### config.mk
export PLATFORM = sky130hd
export DESIGN_NAME = button_debounce_long_press_flat
export DESIGN_NICKNAME = d
export VERILOG_FILES = /design/src/design/bdlp_pkg.sv /design/src/design/bdlp_sample_if.sv /design/src/design/bdlp_result_if.sv /design/src/design/bdlp_lane.sv /design/src/design/bdlp_merge.sv /design/src/design/button_debounce_long_press.sv /design/src/flat_wrapper.sv
export VERILOG_INCLUDE_DIRS = /design/src /design/src/design
export SDC_FILE = /design/constraint.sdc
export NUM_CORES = 1
export LEC_CHECK = 0
export BUFFER_PORTS_ARGS = -buffer_cell sky130_fd_sc_hd__buf_4
export CORE_MARGIN = 2
export CORE_UTILIZATION = 55
export CTS_CLUSTER_DIAMETER = 50
export CTS_CLUSTER_SIZE = 12
export DETAILED_ROUTE_END_ITERATION = 12
export PLACE_DENSITY = 0.79
export SETUP_SLACK_MARGIN = 0.5
export SLEW_MARGIN = 30
export SYNTH_ARGS = -nofsm -noshare
export SYNTH_HDL_FRONTEND = slang
export SYNTH_HIERARCHICAL = 1
export SYNTH_SLANG_ARGS = --single-unit
### constraint.sdc
create_clock -name clk -period 20.9 [get_ports clk]
set_input_delay 4.18 -clock clk [delete_from_list [all_inputs] [get_ports clk]]
set_output_delay 4.18 -clock clk [all_outputs]
set_load 0.03 [all_outputs]
### src/design/button_debounce_long_press_macros.svh
// Assertion macros shared by the button debounce block.
// Included by the top level; no other dependencies.
`ifndef BUTTON_DEBOUNCE_LONG_PRESS_MACROS_SVH
`define BUTTON_DEBOUNCE_LONG_PRESS_MACROS_SVH

// Same-cycle implication, disabled during reset.
`define BDLP_ASSERT_NOW(label, clk, rst, ante, cons) \
  label: assert property (@(posedge clk) disable iff (rst) (ante) |-> (cons)) \
    else $error("bdlp assertion failed");

// Next-cycle implication, disabled during reset.
`define BDLP_ASSERT_NEXT(label, clk, rst, ante, cons) \
  label: assert property (@(posedge clk) disable iff (rst) (ante) |=> (cons)) \
    else $error("bdlp assertion failed");

`endif

### src/design/bdlp_pkg.sv
// Package for the button debounce / long press block: widths, event codes,
// lane indexes, register indexes and the structs passed between modules.
package bdlp_pkg;

  localparam int TimeBits   = 32;
  localparam int CfgBits    = 16;
  localparam int CfgIdxBits = 1;
  localparam int EvBits     = 3;
  localparam int NumLanes   = 3;

  localparam logic [CfgIdxBits-1:0] RegDebounce  = 1'b0;
  localparam logic [CfgIdxBits-1:0] RegLongPress = 1'b1;

  localparam logic [CfgBits-1:0] DebounceReset  = 16'd30;
  localparam logic [CfgBits-1:0] LongPressReset = 16'd1000;

  localparam logic [EvBits-1:0] EvNone     = 3'd0;
  localparam logic [EvBits-1:0] EvPrev     = 3'd1;
  localparam logic [EvBits-1:0] EvNext     = 3'd2;
  localparam logic [EvBits-1:0] EvHome     = 3'd3;
  localparam logic [EvBits-1:0] EvHomeLong = 3'd4;

  localparam int LanePrev = 0;
  localparam int LaneNext = 1;
  localparam int LaneHome = 2;

  // What one lane saw on the current sample.
  typedef struct packed {
    logic held;     // raw level has held for the debounce time
    logic press;    // stable level went to pressed
    logic lift;     // stable level went to released
    logic level;    // stable level after this sample (0 pressed)
  } lane_evt_t;

  typedef struct packed {
    logic              long_done;
    logic [EvBits-1:0] pending;
  } merge_status_t;

endpackage

### src/design/bdlp_sample_if.sv
// Channel interface for the sample input.
// Depends on bdlp_pkg.
interface bdlp_sample_if;
  import bdlp_pkg::*;
  logic                valid;
  logic                ready;
  logic [TimeBits-1:0] now_ms;
  logic                prev_raw;
  logic                next_raw;
  logic                home_raw;
  logic                take_event;

  modport source (output valid, now_ms, prev_raw, next_raw, home_raw, take_event,
                  input ready);
  modport sink   (input valid, now_ms, prev_raw, next_raw, home_raw, take_event,
                  output ready);
endinterface

### src/design/bdlp_result_if.sv
// Result channel interface carrying the reported event.
// Depends on bdlp_pkg.
interface bdlp_result_if;
  import bdlp_pkg::*;
  logic              valid;
  logic              ready;
  logic [EvBits-1:0] event_res;

  modport source (output valid, event_res, input ready);
  modport sink   (input valid, event_res, output ready);
endinterface

### src/design/bdlp_lane.sv
// One debounce lane: raw level tracking, change timer and stable level.
// Depends on bdlp_pkg.
module bdlp_lane (
  input  logic                          clk,
  input  logic                          rst,
  input  logic                          accept,
  input  logic                          raw,
  input  logic [bdlp_pkg::TimeBits-1:0] now,
  input  logic [bdlp_pkg::CfgBits-1:0]  settle_ms,
  output bdlp_pkg::lane_evt_t           evt
);
  import bdlp_pkg::*;

  logic                raw_level;
  logic                stable_level;
  logic [TimeBits-1:0] change_time;
  logic                stable_level_next;
  logic                held;
  logic                changed;

  assign changed = (raw != raw_level);

  // A fresh change has elapsed zero, so it only passes with zero debounce.
  always_comb begin
    if (changed) begin
      held = (settle_ms == '0);
    end else begin
      held = ((now - change_time) >= TimeBits'(settle_ms));
    end
    stable_level_next = held ? raw : stable_level;
    evt.held    = held;
    evt.press   = held && (stable_level != raw) && !raw;
    evt.lift    = held && (stable_level != raw) && raw;
    evt.level   = stable_level_next;
  end

  always_ff @(posedge clk) begin
    if (rst) begin
      raw_level    <= 1'b1;
      stable_level <= 1'b1;
      change_time  <= '0;
    end else if (accept) begin
      raw_level    <= raw;
      stable_level <= stable_level_next;
      if (changed) begin
        change_time <= now;
      end
    end
  end

endmodule

### src/design/bdlp_merge.sv
// Merge stage: combines lane events in priority order, tracks the home
// long press and holds the pending event. Depends on bdlp_pkg.
module bdlp_merge (
  input  logic                                        clk,
  input  logic                                        rst,
  input  logic                                        accept,
  input  bdlp_pkg::lane_evt_t [bdlp_pkg::NumLanes-1:0] lane_evt,
  input  logic [bdlp_pkg::TimeBits-1:0]               now,
  input  logic [bdlp_pkg::CfgBits-1:0]                hold_ms,
  input  logic                                        take,
  output logic [bdlp_pkg::EvBits-1:0]                 event_next,
  output bdlp_pkg::merge_status_t                     status
);
  import bdlp_pkg::*;

  logic [TimeBits-1:0] home_press_time;
  logic                long_done;
  logic [EvBits-1:0]   pending_event;
  logic                long_done_next;
  logic                long_hit;
  logic                long_reached;

  always_comb begin
    // A press made stable in this sample has zero elapsed time.
    if (lane_evt[LaneHome].press) begin
      long_done_next = 1'b0;
      long_reached   = (hold_ms == '0);
    end else begin
      long_done_next = long_done;
      long_reached   = ((now - home_press_time) >= TimeBits'(hold_ms));
    end
    // No long press check while the home raw level is still settling.
    long_hit = lane_evt[LaneHome].held && !lane_evt[LaneHome].level &&
               !long_done_next && long_reached;

    event_next = pending_event;
    if (lane_evt[LanePrev].press) begin
      event_next = EvPrev;
    end
    if (lane_evt[LaneNext].press) begin
      event_next = EvNext;
    end
    if (lane_evt[LaneHome].lift && !long_done) begin
      event_next = EvHome;
    end
    if (long_hit) begin
      event_next     = EvHomeLong;
      long_done_next = 1'b1;
    end
  end

  always_ff @(posedge clk) begin
    if (rst) begin
      home_press_time <= '0;
      long_done       <= 1'b0;
      pending_event   <= EvNone;
    end else if (accept) begin
      if (lane_evt[LaneHome].press) begin
        home_press_time <= now;
      end
      long_done     <= long_done_next;
      pending_event <= take ? EvNone : event_next;
    end
  end

  assign status.long_done = long_done;
  assign status.pending   = pending_event;

endmodule

### src/design/button_debounce_long_press.sv
// Top level of the three-button debouncer with home long press.
// Depends on bdlp_pkg, the channel interfaces, bdlp_lane, bdlp_merge, macros.
//
//   channel   dir   beat contents
//   sample    in    now_ms, prev_raw, next_raw, home_raw, take_event
//   result    out   event_res
//   cfg_*     in    write enable, register index, 16-bit data
//
// One sample per cycle while the result is not stalled; its event is in the result register in the cycle after.
// Three lanes debounce in parallel, the merge stage orders their events.
// The result register lets a new sample in while the last beat waits, as long
// as that beat is taken in the same cycle; a stalled result holds samples off.
// Reset leaves all buttons released, no pending event, registers at defaults.
`include "button_debounce_long_press_macros.svh"

module button_debounce_long_press (
  input  logic                            clk,
  input  logic                            rst,
  bdlp_sample_if.sink                     sample,
  bdlp_result_if.source                   result,
  input  logic                            cfg_we,
  input  logic [bdlp_pkg::CfgIdxBits-1:0] cfg_index,
  input  logic [bdlp_pkg::CfgBits-1:0]    cfg_data
);
  import bdlp_pkg::*;

  logic [CfgBits-1:0]              settle_ms;
  logic [CfgBits-1:0]              hold_ms;
  logic                            accept;
  logic [NumLanes-1:0]             raw_bits;
  lane_evt_t [NumLanes-1:0]        lane_evt;
  logic [EvBits-1:0]               event_next;
  merge_status_t                   status;
  logic                            res_valid;
  logic [EvBits-1:0]               res_event;
  logic                            long_new;

  always_ff @(posedge clk) begin
    if (rst) begin
      settle_ms <= DebounceReset;
      hold_ms   <= LongPressReset;
    end else if (cfg_we) begin
      case (cfg_index)
        RegDebounce:  settle_ms <= cfg_data;
        RegLongPress: hold_ms   <= cfg_data;
        default: ;
      endcase
    end
  end

  assign sample.ready = !res_valid || result.ready;
  assign accept       = sample.valid && sample.ready;

  assign raw_bits[LanePrev] = sample.prev_raw;
  assign raw_bits[LaneNext] = sample.next_raw;
  assign raw_bits[LaneHome] = sample.home_raw;

  for (genvar i = 0; i < NumLanes; i++) begin : g_lane
    bdlp_lane u_lane (
      .clk       (clk),
      .rst       (rst),
      .accept    (accept),
      .raw       (raw_bits[i]),
      .now       (sample.now_ms),
      .settle_ms (settle_ms),
      .evt       (lane_evt[i])
    );
  end

  bdlp_merge u_merge (
    .clk        (clk),
    .rst        (rst),
    .accept     (accept),
    .lane_evt   (lane_evt),
    .now        (sample.now_ms),
    .hold_ms    (hold_ms),
    .take       (sample.take_event),
    .event_next (event_next),
    .status     (status)
  );

  always_ff @(posedge clk) begin
    if (rst) begin
      res_valid <= 1'b0;
    end else if (accept) begin
      res_valid <= 1'b1;
    end else if (result.ready) begin
      res_valid <= 1'b0;
    end
  end

  always_ff @(posedge clk) begin
    if (accept) begin
      res_event <= event_next;
    end
  end

  assign result.valid     = res_valid;
  assign result.event_res = res_event;

  // A long press that is new in this sample, not one still pending from before.
  assign long_new = (event_next == EvHomeLong) && (status.pending != EvHomeLong);

  // Kept event matches what was just reported; a fetch empties it.
  `BDLP_ASSERT_NEXT(a_keep_pending, clk, rst, accept && !sample.take_event, status.pending == result.event_res)
  `BDLP_ASSERT_NEXT(a_take_clears, clk, rst, accept && sample.take_event, status.pending == EvNone)
  `BDLP_ASSERT_NEXT(a_long_marks, clk, rst, accept && long_new, status.long_done)
  `BDLP_ASSERT_NOW(a_stall_blocks, clk, rst, res_valid && !result.ready, !sample.ready)

endmodule
### src/flat_wrapper.sv
// flat-port wrapper written by rule: the top's interface ports become plain ports
module button_debounce_long_press_flat import bdlp_pkg::*;
  (clk, rst, cfg_we, cfg_index, cfg_data, sample_valid, sample_now_ms, sample_prev_raw, sample_next_raw, sample_home_raw, sample_take_event, sample_ready, result_valid, result_event_res, result_ready);
  bdlp_sample_if sample_i ();
  bdlp_result_if result_i ();
  input  logic clk;
  input  logic rst;
  input  logic cfg_we;
  input  logic [bdlp_pkg::CfgIdxBits-1:0] cfg_index;
  input  logic [bdlp_pkg::CfgBits-1:0] cfg_data;
  input wire logic [$bits(sample_i.valid)-1:0] sample_valid;
  input wire logic [$bits(sample_i.now_ms)-1:0] sample_now_ms;
  input wire logic [$bits(sample_i.prev_raw)-1:0] sample_prev_raw;
  input wire logic [$bits(sample_i.next_raw)-1:0] sample_next_raw;
  input wire logic [$bits(sample_i.home_raw)-1:0] sample_home_raw;
  input wire logic [$bits(sample_i.take_event)-1:0] sample_take_event;
  output wire logic [$bits(sample_i.ready)-1:0] sample_ready;
  output wire logic [$bits(result_i.valid)-1:0] result_valid;
  output wire logic [$bits(result_i.event_res)-1:0] result_event_res;
  input wire logic [$bits(result_i.ready)-1:0] result_ready;
  assign sample_i.valid = sample_valid;
  assign sample_i.now_ms = sample_now_ms;
  assign sample_i.prev_raw = sample_prev_raw;
  assign sample_i.next_raw = sample_next_raw;
  assign sample_i.home_raw = sample_home_raw;
  assign sample_i.take_event = sample_take_event;
  assign sample_ready = sample_i.ready;
  assign result_valid = result_i.valid;
  assign result_event_res = result_i.event_res;
  assign result_i.ready = result_ready;
  button_debounce_long_press u_core (.clk(clk), .rst(rst), .sample(sample_i), .result(result_i), .cfg_we(cfg_we), .cfg_index(cfg_index), .cfg_data(cfg_data));
endmodule
# == Word-level counts from Yosys, hierarchy flattened ==
# Cells that the tools add are included.
# word_totals
register_bits,174
out_inout_bits,5
in_bits,58
# op_classes
bitwise_logic,1
eq_ne,6
addsub,4
muxes,14
n_lt_le_gt_ge,4
reduce_logical,31
# op_table
cell,n
32-bit by 16-bit >= comparator with 1-bit output,4
32-bit subtractor,4
16-bit logical NOT,2
2-bit AND reduction,8
3-bit two-way mux,5
1-bit logical AND,12
1-bit two-way mux,9
1-bit logical NOT,7
1-bit inequality test,6
2-bit nonzero test,1
1-bit logical OR,1
1-bit inverter,1

# == Longest topological paths before layout ==
# Gate-level depths: netlist of the first run.
# depth
ltp_word,11
depth_mapped,29

# == By module ==
# Netlist of the first run, hierarchy kept.
# modules_own_cells
mod,instances,seq_area_each_um2,area_per_inst_um2,cells_each
bdlp_lane at u_core.g_lane[1].u_lane ...,2,680.7,3731.1,543
bdlp_lane at u_core.g_lane[0].u_lane,1,680.7,4180.3,582
bdlp_merge,1,720.7,4067.7,570
button_debounce_long_press,1,750.7,1507.7,139

# == Worst setup path after synthesis of the first run ==
# Ideal clock, no wire load.
# synth_path
path_type,input port to flip-flop
from,input port sample_now_ms[0]
to,"register u_core.res_event[2], in the netlist u_core/result.event_res[2] (data pin)"
arrival_ps,9397
n_path_buf,1
stages,29
required_time_ps,20646
slack_ps,11249
path_cell_list,inv_1 ha_1 fa_1 nand2b_1 a21o_1 a31o_2 and2_1 o21ai_0 xor2_1 ha_1 a21o_1 a21oi_1 nor2b_1 a2111oi_0 o311ai_0 a2111oi_0 nand4_1 nor4b_1 nor4b_1 a211oi_1 o211ai_1 a2111oi_0 nand3_1 nor3_1 and4_1 nand4_1 nor2b_1 buf_6 a21o_1
# synth_lines
element,line,rtl
from (decl),flat_wrapper.sv:12,input wire logic [$bits(sample_i.now_ms)-1:0] sample_now_ms;
to (signal assigned),button_debounce_long_press.sv:94,res_event <= event_next;
to (decl),button_debounce_long_press.sv:35,logic [EvBits-1:0] res_event;

==> results of run 1 <==
path summary, 6_finish.rpt:
kind,cells past startpoint,endpoint
setup / recovery,27,u_core/result.event_res[2]
hold / removal,2,u_core/u_merge/home_press_time[13]
setup reg to reg,25,u_core/result.event_res[2]
hold reg to reg,2,u_core/u_merge/home_press_time[13]
state kept, by name, summed over array words and instances, names as in the netlist:
signal and flops:
u_core/result.valid 1, u_core/g_lane.u_lane/stable_level 3, u_core/u_merge/long_done 1, u_core/u_merge/home_press_time 32, u_core/u_merge/pending_event 3, u_core/settle_ms 16
u_core/result.event_res 3, u_core/g_lane.u_lane/raw_level 3, u_core/g_lane.u_lane/change_time 96, u_core/hold_ms 16
layout make-up:
| class | instances | area, µm² |
|---|---|---|
| Fill cell | 2955 | 12350 |
| Multi-Input combinational cell | 1863 | 12250 |
| Timing Repair Buffer | 74 | 559.3 |
| Tap cell | 396 | 495.5 |
| Clock buffer | 20 | 446.7 |
| Antenna cell | 1 | 2.502 |
| Sequential cell | 174 | 3513 |
| Inverter | 231 | 867.1 |
| Clock inverter | 11 | 107.6 |
critical path, delay by kind of cell:
kind	cells	cell delay, ns
compound gates	11	3.00
xor+xnor	1	0.14
fa+ha+maj	3	0.94
buf+inv	2	0.18
simple gates	10	2.23
power breakdown:
group	leakage, nW	internal [W]	switching (W)
clock	0.273	0.000168	0.000149
sequential	1.43	0.000351	0.0000142
combinational	5.45	0.000176	0.000289
metal layers:
metal	track usage (%)	wire [µm]	part of all wire, %
met5	0	0	0
met3	4.810	3618	6.4
met2	59.76	27590	49
met1	39.79	22600	40
met4	16.81	2508	4.5
cells in the final DEF (no fill, tap or decap), drive strengths merged, types with 23 or more instances in the layout:
cell type	n
a21o	38
a21oi	296
buf	74
dfxtp	171
ha	188
inv	235
mux2i	31
nand2	401
nand2b	62
nand3	37
nand4	45
nor2	140
nor3	42
nor4	23
o211ai	33
o21a	35
o21ai	110
xnor2	53
xor2	26
metrics by stage:
step                      worst slack [ns]  utilization (%)
after floorplan                      11.25                -
after global placement               10.30            57.77
after detailed placement             10.04            57.79
after CTS                            10.53            59.60
after global routing                 9.857            59.62
final                                10.43            59.63
==> reports/results.txt, run 1 <==
The flow ran to the end, and the final reports show no timing, DRC or antenna violations. The number of endpoints failing setup at the final stage is 0. The maximum number of pins on one net before global-route repair is 126. Synthesis produced a netlist with a net count of 2612.

The final critical path time including I/O delays and setup was 10.47 ns. In this run the post-CTS setup repair buffer count came out at 0. The run gives 0 as the total of max-cap violations.

Global routing consumed, over all layers together, 33.75% of the routing resources. After technology mapping, the gate count stands at 2362. Endpoint arrival time on the critical path: 10.70 ns. The static leakage is 7.147 nW.

Average size of a mapped cell: 7.244 µm². After clock tree synthesis, the clock-pin slew on the worst setup and hold paths is 0.07 ns. The startpoint class of the critical path was an input port.

The logs give 6 for the yosys synthesis warning count and 55.94% for the starting density of the core. The tools report the reg-to-reg startpoint as u_core/g_lane[2].u_lane/change_time[0]. The total power per unit cell area came out at 62.88 mW/mm².

Number of cell rows: 64. The post-CTS resize count was 0; the placer congestion estimate was 1.012. TritonCTS built the clock tree. The average detailed-routed wire length per instance came out at 20.33 µm. The run gives 0.4541 ns as the worst hold slack after final layout. The clock tree synthesis step divided the H-tree into 4 levels. Among the stages of the critical path, the cell type that occurs most often is sky130_fd_sc_hd__a2111oi_0.

The run gives 0.01664 ns as the clock skew. The logs give 2770 for the count of placed standard cells in the final layout, fillers left out and 95.51 MHz for the highest achievable clock rate. Tracing the worst setup path back leads to its startpoint at sample_now_ms[0]. The placed instance count was 2738; the number of buffer cells added on primary ports was 62. For this design the top-level I/O count stands at 63.

The tools report the source of the worst hold timing path as u_core/u_merge/home_press_time[13]. The mapped netlist covers 0.01711 mm². The number of clock buffers added by TritonCTS is 17. The number of antenna violations at the first check in global routing was 0.

The setup check on the worst reg-to-reg path leaves a slack of 14.01 ns. For the final routed database, the setup TNS stands at 0 ns. For the final count of hold timing violations, the log shows 0.

For the DRC violation count after routing, the log shows 0. Compared with the post-synthesis result, the final layout area differs by 6.603%. For the area of all placed cells without fillers, the log shows 0.01824 mm². The largest single stage delay on the critical path is 0.64 ns. The peak supply drop was 0.05823 mV; the worst-margin pin slew was 0.9802 ns. In this run the worst path has a maximum fanout of 8.

Measured along the y axis, the die boundary spans 180.4 µm. The first global-routing pass estimated 87770 µm of wire. The total area inside the core boundary comes to 0.03059 mm². For the final-stage net count, the log shows 2611.

Summing over every cut layer, the via total after detailed routing is 17470. In this run the cell area measured after placement is 0.01768 mm². The first detailed-routing pass took 5 iterations. The number of nets with antenna violations after routing is 0. The final cycle utilization of the critical path was 50.10%. The post-route netlist has 7.922% of its cells at a drive strength greater than 1. Maximum buffer depth of the clock tree: 2.

For the first-iteration detailed-routing DRC count, the log shows 1517. The tools report the count of final max-slew check failures as 0. The number of global-route vias before repair came out at 16890. After detailed routing, the total wire length is 56320 µm. In the routed layout, each cell is associated on average with a via count of 6.306. The min-delay analysis places its worst path in the category reg2reg. Hold repair after CTS inserted 0 buffers. The critical path in this run is classified as in2reg. After layout, the design draws a total of 0.001147 W. Clock tree synthesis selected as its root buffer the cell sky130_fd_sc_hd__clkbuf_16. For this design, the slowest cell found on the critical path is sky130_fd_sc_hd__nor4b_1.

The worst setup path is captured at a register. Total global routing overflow: 0. Worst-case headroom to the max-slew limit: 34.50%. For this design, the sink count on the clock tree is 174. The die outline width came out at 180.4 µm. Setup repair after global routing left no endpoint under its margin. Data on the critical path is required at its endpoint by 21.13 ns. The die covers 0.03254 mm². The later pin in the worst-skew pair is clocked with a latency of 0.47 ns. The run gives 43780 µm as the detailed placement HPWL.
Power figures use the tool's default switching activity.
==> run 2: changes to the inputs <==
--- a/config.mk
+++ b/config.mk
@@ -12,7 +12,7 @@
 export CTS_CLUSTER_DIAMETER = 50
 export CTS_CLUSTER_SIZE = 12
 export DETAILED_ROUTE_END_ITERATION = 12
-export PLACE_DENSITY = 0.79
+export PLACE_DENSITY = 0.82
 export SETUP_SLACK_MARGIN = 0.5
 export SLEW_MARGIN = 30
 export SYNTH_ARGS = -nofsm -noshare
==> constraint.sdc (replaced) <==
create_clock -name clk -period 9.6 [get_ports clk]
set_input_delay 1.92 -clock clk [delete_from_list [all_inputs] [get_ports clk]]
set_output_delay 1.92 -clock clk [all_outputs]
set_load 0.03 [all_outputs]
==> run 2 against run 1 <==
Clock skew is 0.00077 ns higher. Design area is 0.29% higher. Global-route usage hardly changed. Critical path type unchanged. Non-clock buffer count is 2 higher.
==> reports/results.txt, run 2 (synthesis results as in run 1) <==
The clock skew is 0.01741 ns. The number of buffers and inverters on the critical path was 3; the wire length of the first global-routing pass was 88720 µm. The run gives 0 as the count of final max-slew check failures.

The worst-margin pin slew was 0.9720 ns; the core footprint was 0.03059 mm². The number of antenna violations at the first check in global routing is 1. At the later pin of the worst-skew pair, clock insertion delay measures 0.47 ns. The worst setup path is launched from an input port. The area growth from synthesis to layout was 6.918%; the power share of the combinational group was 40.0%. Setup violations remaining at the end of the flow were counted as 0.

The routed wire length on met2 came out at 25980 µm. Leaving out fill and tap cells, the most frequent cell in the layout is sky130_fd_sc_hd__nand2_1. The number of buffer cells added on primary ports was 62. Final critical path time including I/O delays and setup: 8.382 ns. Setup total negative slack on the finished layout was measured at 0 ns.

Detailed placement ended at an HPWL of 42850 µm. Of the available clock period, the critical path in the final layout requires 87.31%. In this run the core area contains 64 standard-cell rows. The top layer reached by signal wires is met4. The analysis attributes to net switching a power of 0.001037 W. The top cell types in the final layout, fill and taps aside, are sky130_fd_sc_hd__nand2_1 (399), sky130_fd_sc_hd__a21oi_1 (289), sky130_fd_sc_hd__inv_1 (230). Data on the critical path is required at its endpoint by 9.82 ns.

The tool flagged a number of max-cap violations equal to 0. Height of the chip: 180.4 µm. After global routing the overflow that remains totals 0. Dividing the detail-routed wire length by the instance count gives 20.31 µm.

The run gives 174 as the number of clock sinks. The flow ran to the end, and the final reports show no timing, DRC or antenna violations. The class of the worst hold path is reg2reg.

TritonCTS built the clock tree. The register containing the most flip-flops in the final layout was u_core/g_lane.u_lane/change_time. Timing would allow up to 119.3 MHz.

The routed length on met1 was 23630 µm; the top-level I/O count was 63. At the worst endpoint, the arrival time is 8.60 ns. Cell occurring most often along the worst timing path: sky130_fd_sc_hd__a2111oi_0.

Highest-delay cell along the critical path: sky130_fd_sc_hd__a2111oi_0. The run gives 2021 as the first-iteration detailed-routing DRC count. The run gives 0.1391 mV as the peak supply drop.

For the post-CTS resize count, the log shows 0. The tools report the clock root buffer as sky130_fd_sc_hd__clkbuf_16. The post-route netlist has 8.081% of its cells at a drive strength greater than 1. The number of hold buffers added after CTS was 0. The tools report the number of global-route vias before repair as 16730. The register with the most flip-flops in the layout has 96 of them.

Entering global routing, the biggest net connects 106 pins. The final count of hold timing violations was 0; the relative contribution of the clock network to total power was 28.7%. The H-tree generated during clock tree synthesis spans 4 levels.

The maximum buffer depth of the clock tree came out at 2. The family with the most delay on the worst path was compound AO/OA/AOI/OAI gates. The run gives 7.175 nW as the static leakage. The total internal power was 0.001508 W; the critical-path maximum fanout was 8. The worst pin sits at a relative slew slack of 35.20%. The global-route usage over all layers came out at 33.73%.

The tools report the starting density of the core as 55.94%. Routability-driven placement finished with a final weighted congestion of 1.004. The delay of the slowest cell on the worst path is 0.50 ns. The logs give 7 for the count of TritonRoute iterations in the first routing pass and 17740 for the count of vias placed by the detailed router. The CTS clock-pin slew for the worst setup and hold paths was 0.08 ns; the average vias per placed instance was 6.399. The tools report the critical path capture point type as a register. The share of power burned in registers was 31.3%; the met3 wire length was 3957 µm.

For the number of nets with antenna violations after routing, the log shows 0. Power spread over the standard cell area amounts to 139.1 mW/mm². The final layout contains routed wiring with a total length of 56330 µm. The start-to-end type of the worst setup path was in2reg. The largest registers in the layout are u_core/g_lane.u_lane/change_time: 96 flops, u_core/u_merge/home_press_time: 32 flops.

The run gives 0 as the setup fix buffers added after clock tree synthesis. At the end of the flow, the number of nets in the layout was 2613. Buffers inserted during clock tree synthesis total 17. Measured along the x axis, the die boundary spans 180.4 µm.

The die area came out at 0.03254 mm². The logs give 0.002544 W for the post-route total power and 0 for the DRC violation count after routing. Net switching is 40.75% of the power. Setup repair after global routing left no endpoint under its margin.
-- run 2: area by class of cell --
| cell class | instances | area [µm²] |
|---|---|---|
| Fill cell | 2880 | 12300 |
| Multi-Input combinational cell | 1863 | 12230 |
| Sequential cell | 174 | 3513 |
| Inverter | 231 | 867.1 |
| Timing Repair Buffer | 76 | 574.3 |
| Tap cell | 396 | 495.5 |
| Clock buffer | 18 | 439.2 |
| Clock inverter | 14 | 170.2 |
| Antenna cell | 1 | 2.502 |
-- run 2: through the flow --
step,std cells,cell area [µm²],hold WS (ns),worst slack [ns],util (%)
2_1_floorplan,2362,17110,0.4363,2.209,-
3_3_place_gp,2740,17670,0.4414,1.350,57.78
3_5_place_dp,2740,17680,0.4465,0.9188,57.78
4_1_cts,2772,18290,0.4568,1.206,59.78
5_1_grt,2773,18290,0.4740,0.6900,59.80
6_report,2773,18290,0.4560,1.218,59.80
-- run 2: worst min-delay path, stage by stage (launching register included) --
cell and delay [ns]:
sky130_fd_sc_hd__dfxtp_1 0.31, sky130_fd_sc_hd__nand2_1 0.05, sky130_fd_sc_hd__a21oi_1 0.05
-- run 2: routing by layer --
layer	global-route usage [%]	vias to the layer above
met2	56.09	823
met5	0	-
met4	16.97	0
li1	-	8368
met1	42.76	8360
met3	4.628	193
-- run 2: power groups by stage --
stage / Clock (W) / Combinational, W / Sequential, W
floorplan: 0 / 0.000724 / 0.000803
global placement: 0 / 0.000960 / 0.000810
detailed placement: 0 / 0.000981 / 0.000812
CTS: 0.000741 / 0.000990 / 0.000795
global route: 0.000769 / 0.00111 / 0.000800
finish: 0.000731 / 0.00102 / 0.000796
-- run 2: path summary, 6_finish.rpt --
path,startpoint,cells past startpoint,slack [ns],to
worst max-delay path,sample_now_ms[0],28,1.22,u_core/result.event_res[2]
worst min-delay path,u_core/g_lane[0].u_lane/change_time[12],2,0.46,u_core/g_lane[0].u_lane/change_time[12]
worst max register to register,u_core/g_lane[2].u_lane/change_time[0],26,2.56,u_core/result.event_res[2]
worst min register to register,u_core/g_lane[0].u_lane/change_time[12],2,0.46,u_core/g_lane[0].u_lane/change_time[12]
==> run 3: changes to the inputs <==
--- a/config.mk
+++ b/config.mk
@@ -12,7 +12,7 @@
 export CTS_CLUSTER_DIAMETER = 50
 export CTS_CLUSTER_SIZE = 12
 export DETAILED_ROUTE_END_ITERATION = 12
-export PLACE_DENSITY = 0.82
+export PLACE_DENSITY = 0.79
 export SETUP_SLACK_MARGIN = 0.5
 export SLEW_MARGIN = 30
 export SYNTH_ARGS = -nofsm -noshare
==> constraint.sdc (replaced) <==
create_clock -name clk -period 9.4 [get_ports clk]
set_input_delay 1.88 -clock clk [delete_from_list [all_inputs] [get_ports clk]]
set_output_delay 1.88 -clock clk [all_outputs]
set_load 0.03 [all_outputs]
==> run 3 against run 2 <==
Cell count hardly changed. Register-to-register slack worse by 0.06 ns. Flip-flop and latch count stayed put. Routed wire length is 1.0% higher. Via count is 0.43% lower. Die area stayed put. Power is 2.3% higher. Highest routed layer unchanged.
==> reports/results.txt, run 3 (synthesis results as in run 1) <==
The flow ran to the end, and the final reports show no timing, DRC or antenna violations. Across all register-to-register paths, the minimum setup slack is 2.50 ns. The number of setup buffers added after CTS is 0.

Data on the critical path is required at its endpoint by 9.63 ns. In the final layout, the share of cells above drive strength 1 is 8.158%. The average detailed-routed wire length per instance was 20.51 µm. The highest-delay cell along the critical path is sky130_fd_sc_hd__nor4b_1. The total overflow left after global routing is 0. Global routing consumed, over all layers together, 34.25% of the routing resources.

0 antenna diodes ended up in the layout. The critical-path maximum fanout was 8; the number of hold buffers added after cts was 0. The library cells used most frequently in the layout, excluding fill and tap cells, are sky130_fd_sc_hd__nand2_1 (400), sky130_fd_sc_hd__a21oi_1 (289), sky130_fd_sc_hd__inv_1 (230). On the final layout, the worst clock skew is 0.01676 ns. Static timing analysis puts the maximum clock frequency at 122.1 MHz. The DRC violation count after routing is 0. At the pin with the least slew margin, the transition time is 0.9967 ns.

Setup violations remaining at the end of the flow were counted as 0. Entering global routing, the biggest net connects 121 pins. The global routing usage on met1 is 40.68%, and the post-CTS resize count is 0. The run gives 32.62% as the worst-case headroom to the max-slew limit. The flip-flop count of the largest register, all copies and words added was 96. CTS saw 174 sinks.

Setup total negative slack on the finished layout was measured at 0 ns. Setup repair after global routing left no endpoint under its margin. The count of final max-slew check failures was 0; the global-route track usage on met2 was 59.08%. After the first detailed-routing iteration, the DRC count stood at 1539.

Detailed routing inserted a total of 17670 vias. The critical path startpoint is sample_now_ms[0]. The top-level I/O count is 63, and the die area is 0.03254 mm². Clock-pin slew was measured on the worst setup and hold paths at 0.08 ns. Once detail routing completed, the nets flagged for antenna violations numbered 0. Buffers inserted during clock tree synthesis total 17.

At the end of the flow, the number of nets in the layout was 2615. The placer congestion estimate came out at 1.008. Across the VDD grid, the largest voltage drop is 0.1404 mV. The number of global-route vias before repair was 17090; the met3 layer usage reported by global route was 5.558%. Summed over all layers, the routed wires come to 56900 µm. STA puts the critical path data arrival time at 8.41 ns. The clock root buffer was sky130_fd_sc_hd__clkbuf_16.

The source of the worst hold timing path was u_core/g_lane[0].u_lane/change_time[24]. Count of TritonRoute iterations in the first routing pass: 6. No sink is reached through more buffers than the 2 on the longest clock path.

Critical path capture point type: a register. Dividing the final minimum period by the clock period gives 87.10%. Detailed placement finished with a half-perimeter wire length of 44200 µm. The starting density of the core is 55.94%.

The worst setup path is launched from an input port. The critical path in this run is classified as in2reg. The number of antenna violations at the first check in global routing is 0. The floorplan has 64 rows. The final critical path time including I/O delays and setup came out at 8.187 ns. The run gives 7.185 nW as the static leakage. met2 is the most crowded layer.

Wire length of the first global-routing pass: 89200 µm. The source-to-sink clock delay at the later pin of the worst-skew pair came out at 0.47 ns. The largest registers in the layout are u_core/g_lane.u_lane/change_time: 96 flops, u_core/u_merge/home_press_time: 32 flops.

Fill cells in the final layout number 2891. During placement, the flow inserted port buffers numbering 62. The deepest level of the CTS H-tree came out at 4. The total power per unit cell area was 141.9 mW/mm². The run gives 0 as the final count of hold timing violations.

The library cell used most frequently in the layout, excluding fill and tap cells, is sky130_fd_sc_hd__nand2_1. In this run the horizontal extent of the chip is 180.4 µm. u_core/g_lane.u_lane/change_time holds more flip-flops than any other register.

The core footprint is 0.03059 mm², and the height of the chip is 180.4 µm. The reg-to-reg startpoint was u_core/g_lane[2].u_lane/change_time[0]. TritonCTS built the clock tree. The delay of the slowest cell on the worst path works out to 0.61 ns.

The area growth from synthesis to layout works out to 7.137%. The average vias per placed instance was 6.369. The post-route total power is 0.002602 W, and the total of max-cap violations is 0. The cell occurring most often along the worst timing path is sky130_fd_sc_hd__a2111oi_0. The min-delay analysis places its worst path in the category reg2reg.
## run 3: final cells by class
| type | instances | area (µm²) | share of cell area, % |
|---|---|---|---|
| clock inverter | 14 | 165.2 | 0.9010 |
| tap | 396 | 495.5 | 2.703 |
| clock buffer | 18 | 439.2 | 2.396 |
| multi-input combinational | 1863 | 12240 | 66.78 |
| timing repair buffer | 78 | 609.3 | 3.324 |
| sequential | 174 | 3513 | 19.17 |
| inverter | 231 | 867.1 | 4.730 |
## run 3: routing by layer
| layer | share of wire (%) | vias up | wire length (µm) |
|---|---|---|---|
| li1 | - | 8357 | - |
| met1 | 39 | 8350 | 22350 |
| met2 | 48 | 760 | 27270 |
| met3 | 7.4 | 201 | 4205 |
| met4 | 5.4 | 0 | 3076 |
| met5 | 0 | - | 0 |
## run 3: final timing paths
path                                              to  cells past startpoint
max                       u_core/result.event_res[2]                     27
min          u_core/g_lane[0].u_lane/change_time[24]                      2
max reg2reg               u_core/result.event_res[2]                     25
min reg2reg  u_core/g_lane[0].u_lane/change_time[24]                      2
## run 3: per-stage QoR
| step | setup slack (ns) | cell area [µm²] | cells | hold slack, ns | util [%] |
|---|---|---|---|---|---|
| 2_1_floorplan | 2.049 | 17110 | 2362 | 0.4363 | - |
| 3_3_place_gp | 1.113 | 17690 | 2741 | 0.4416 | 57.84 |
| 3_5_place_dp | 0.8640 | 17700 | 2741 | 0.4465 | 57.86 |
| 4_1_cts | 1.373 | 18300 | 2773 | 0.4573 | 59.84 |
| 5_1_grt | 0.6801 | 18330 | 2774 | 0.4688 | 59.93 |
| 6_report | 1.213 | 18330 | 2774 | 0.4542 | 59.93 |
## run 3: power breakdown
| part | internal [W] | switching (W) | leakage, nW |
|---|---|---|---|
| combinational | 0.000394 | 0.000652 | 5.47 |
| clock | 0.000365 | 0.000381 | 0.288 |
| sequential | 0.000780 | 0.0000290 | 1.43 |
## run 3: worst max-delay path, delay by kind of cell
family                     cells  cell delay, ns
AOI/OAI and AO/OA             11            3.03
buffers and inverters          2            0.18
adders and majority gates      3            0.94
xor gates and xnor gates       1            0.16
and+or+nand+nor               10            2.23
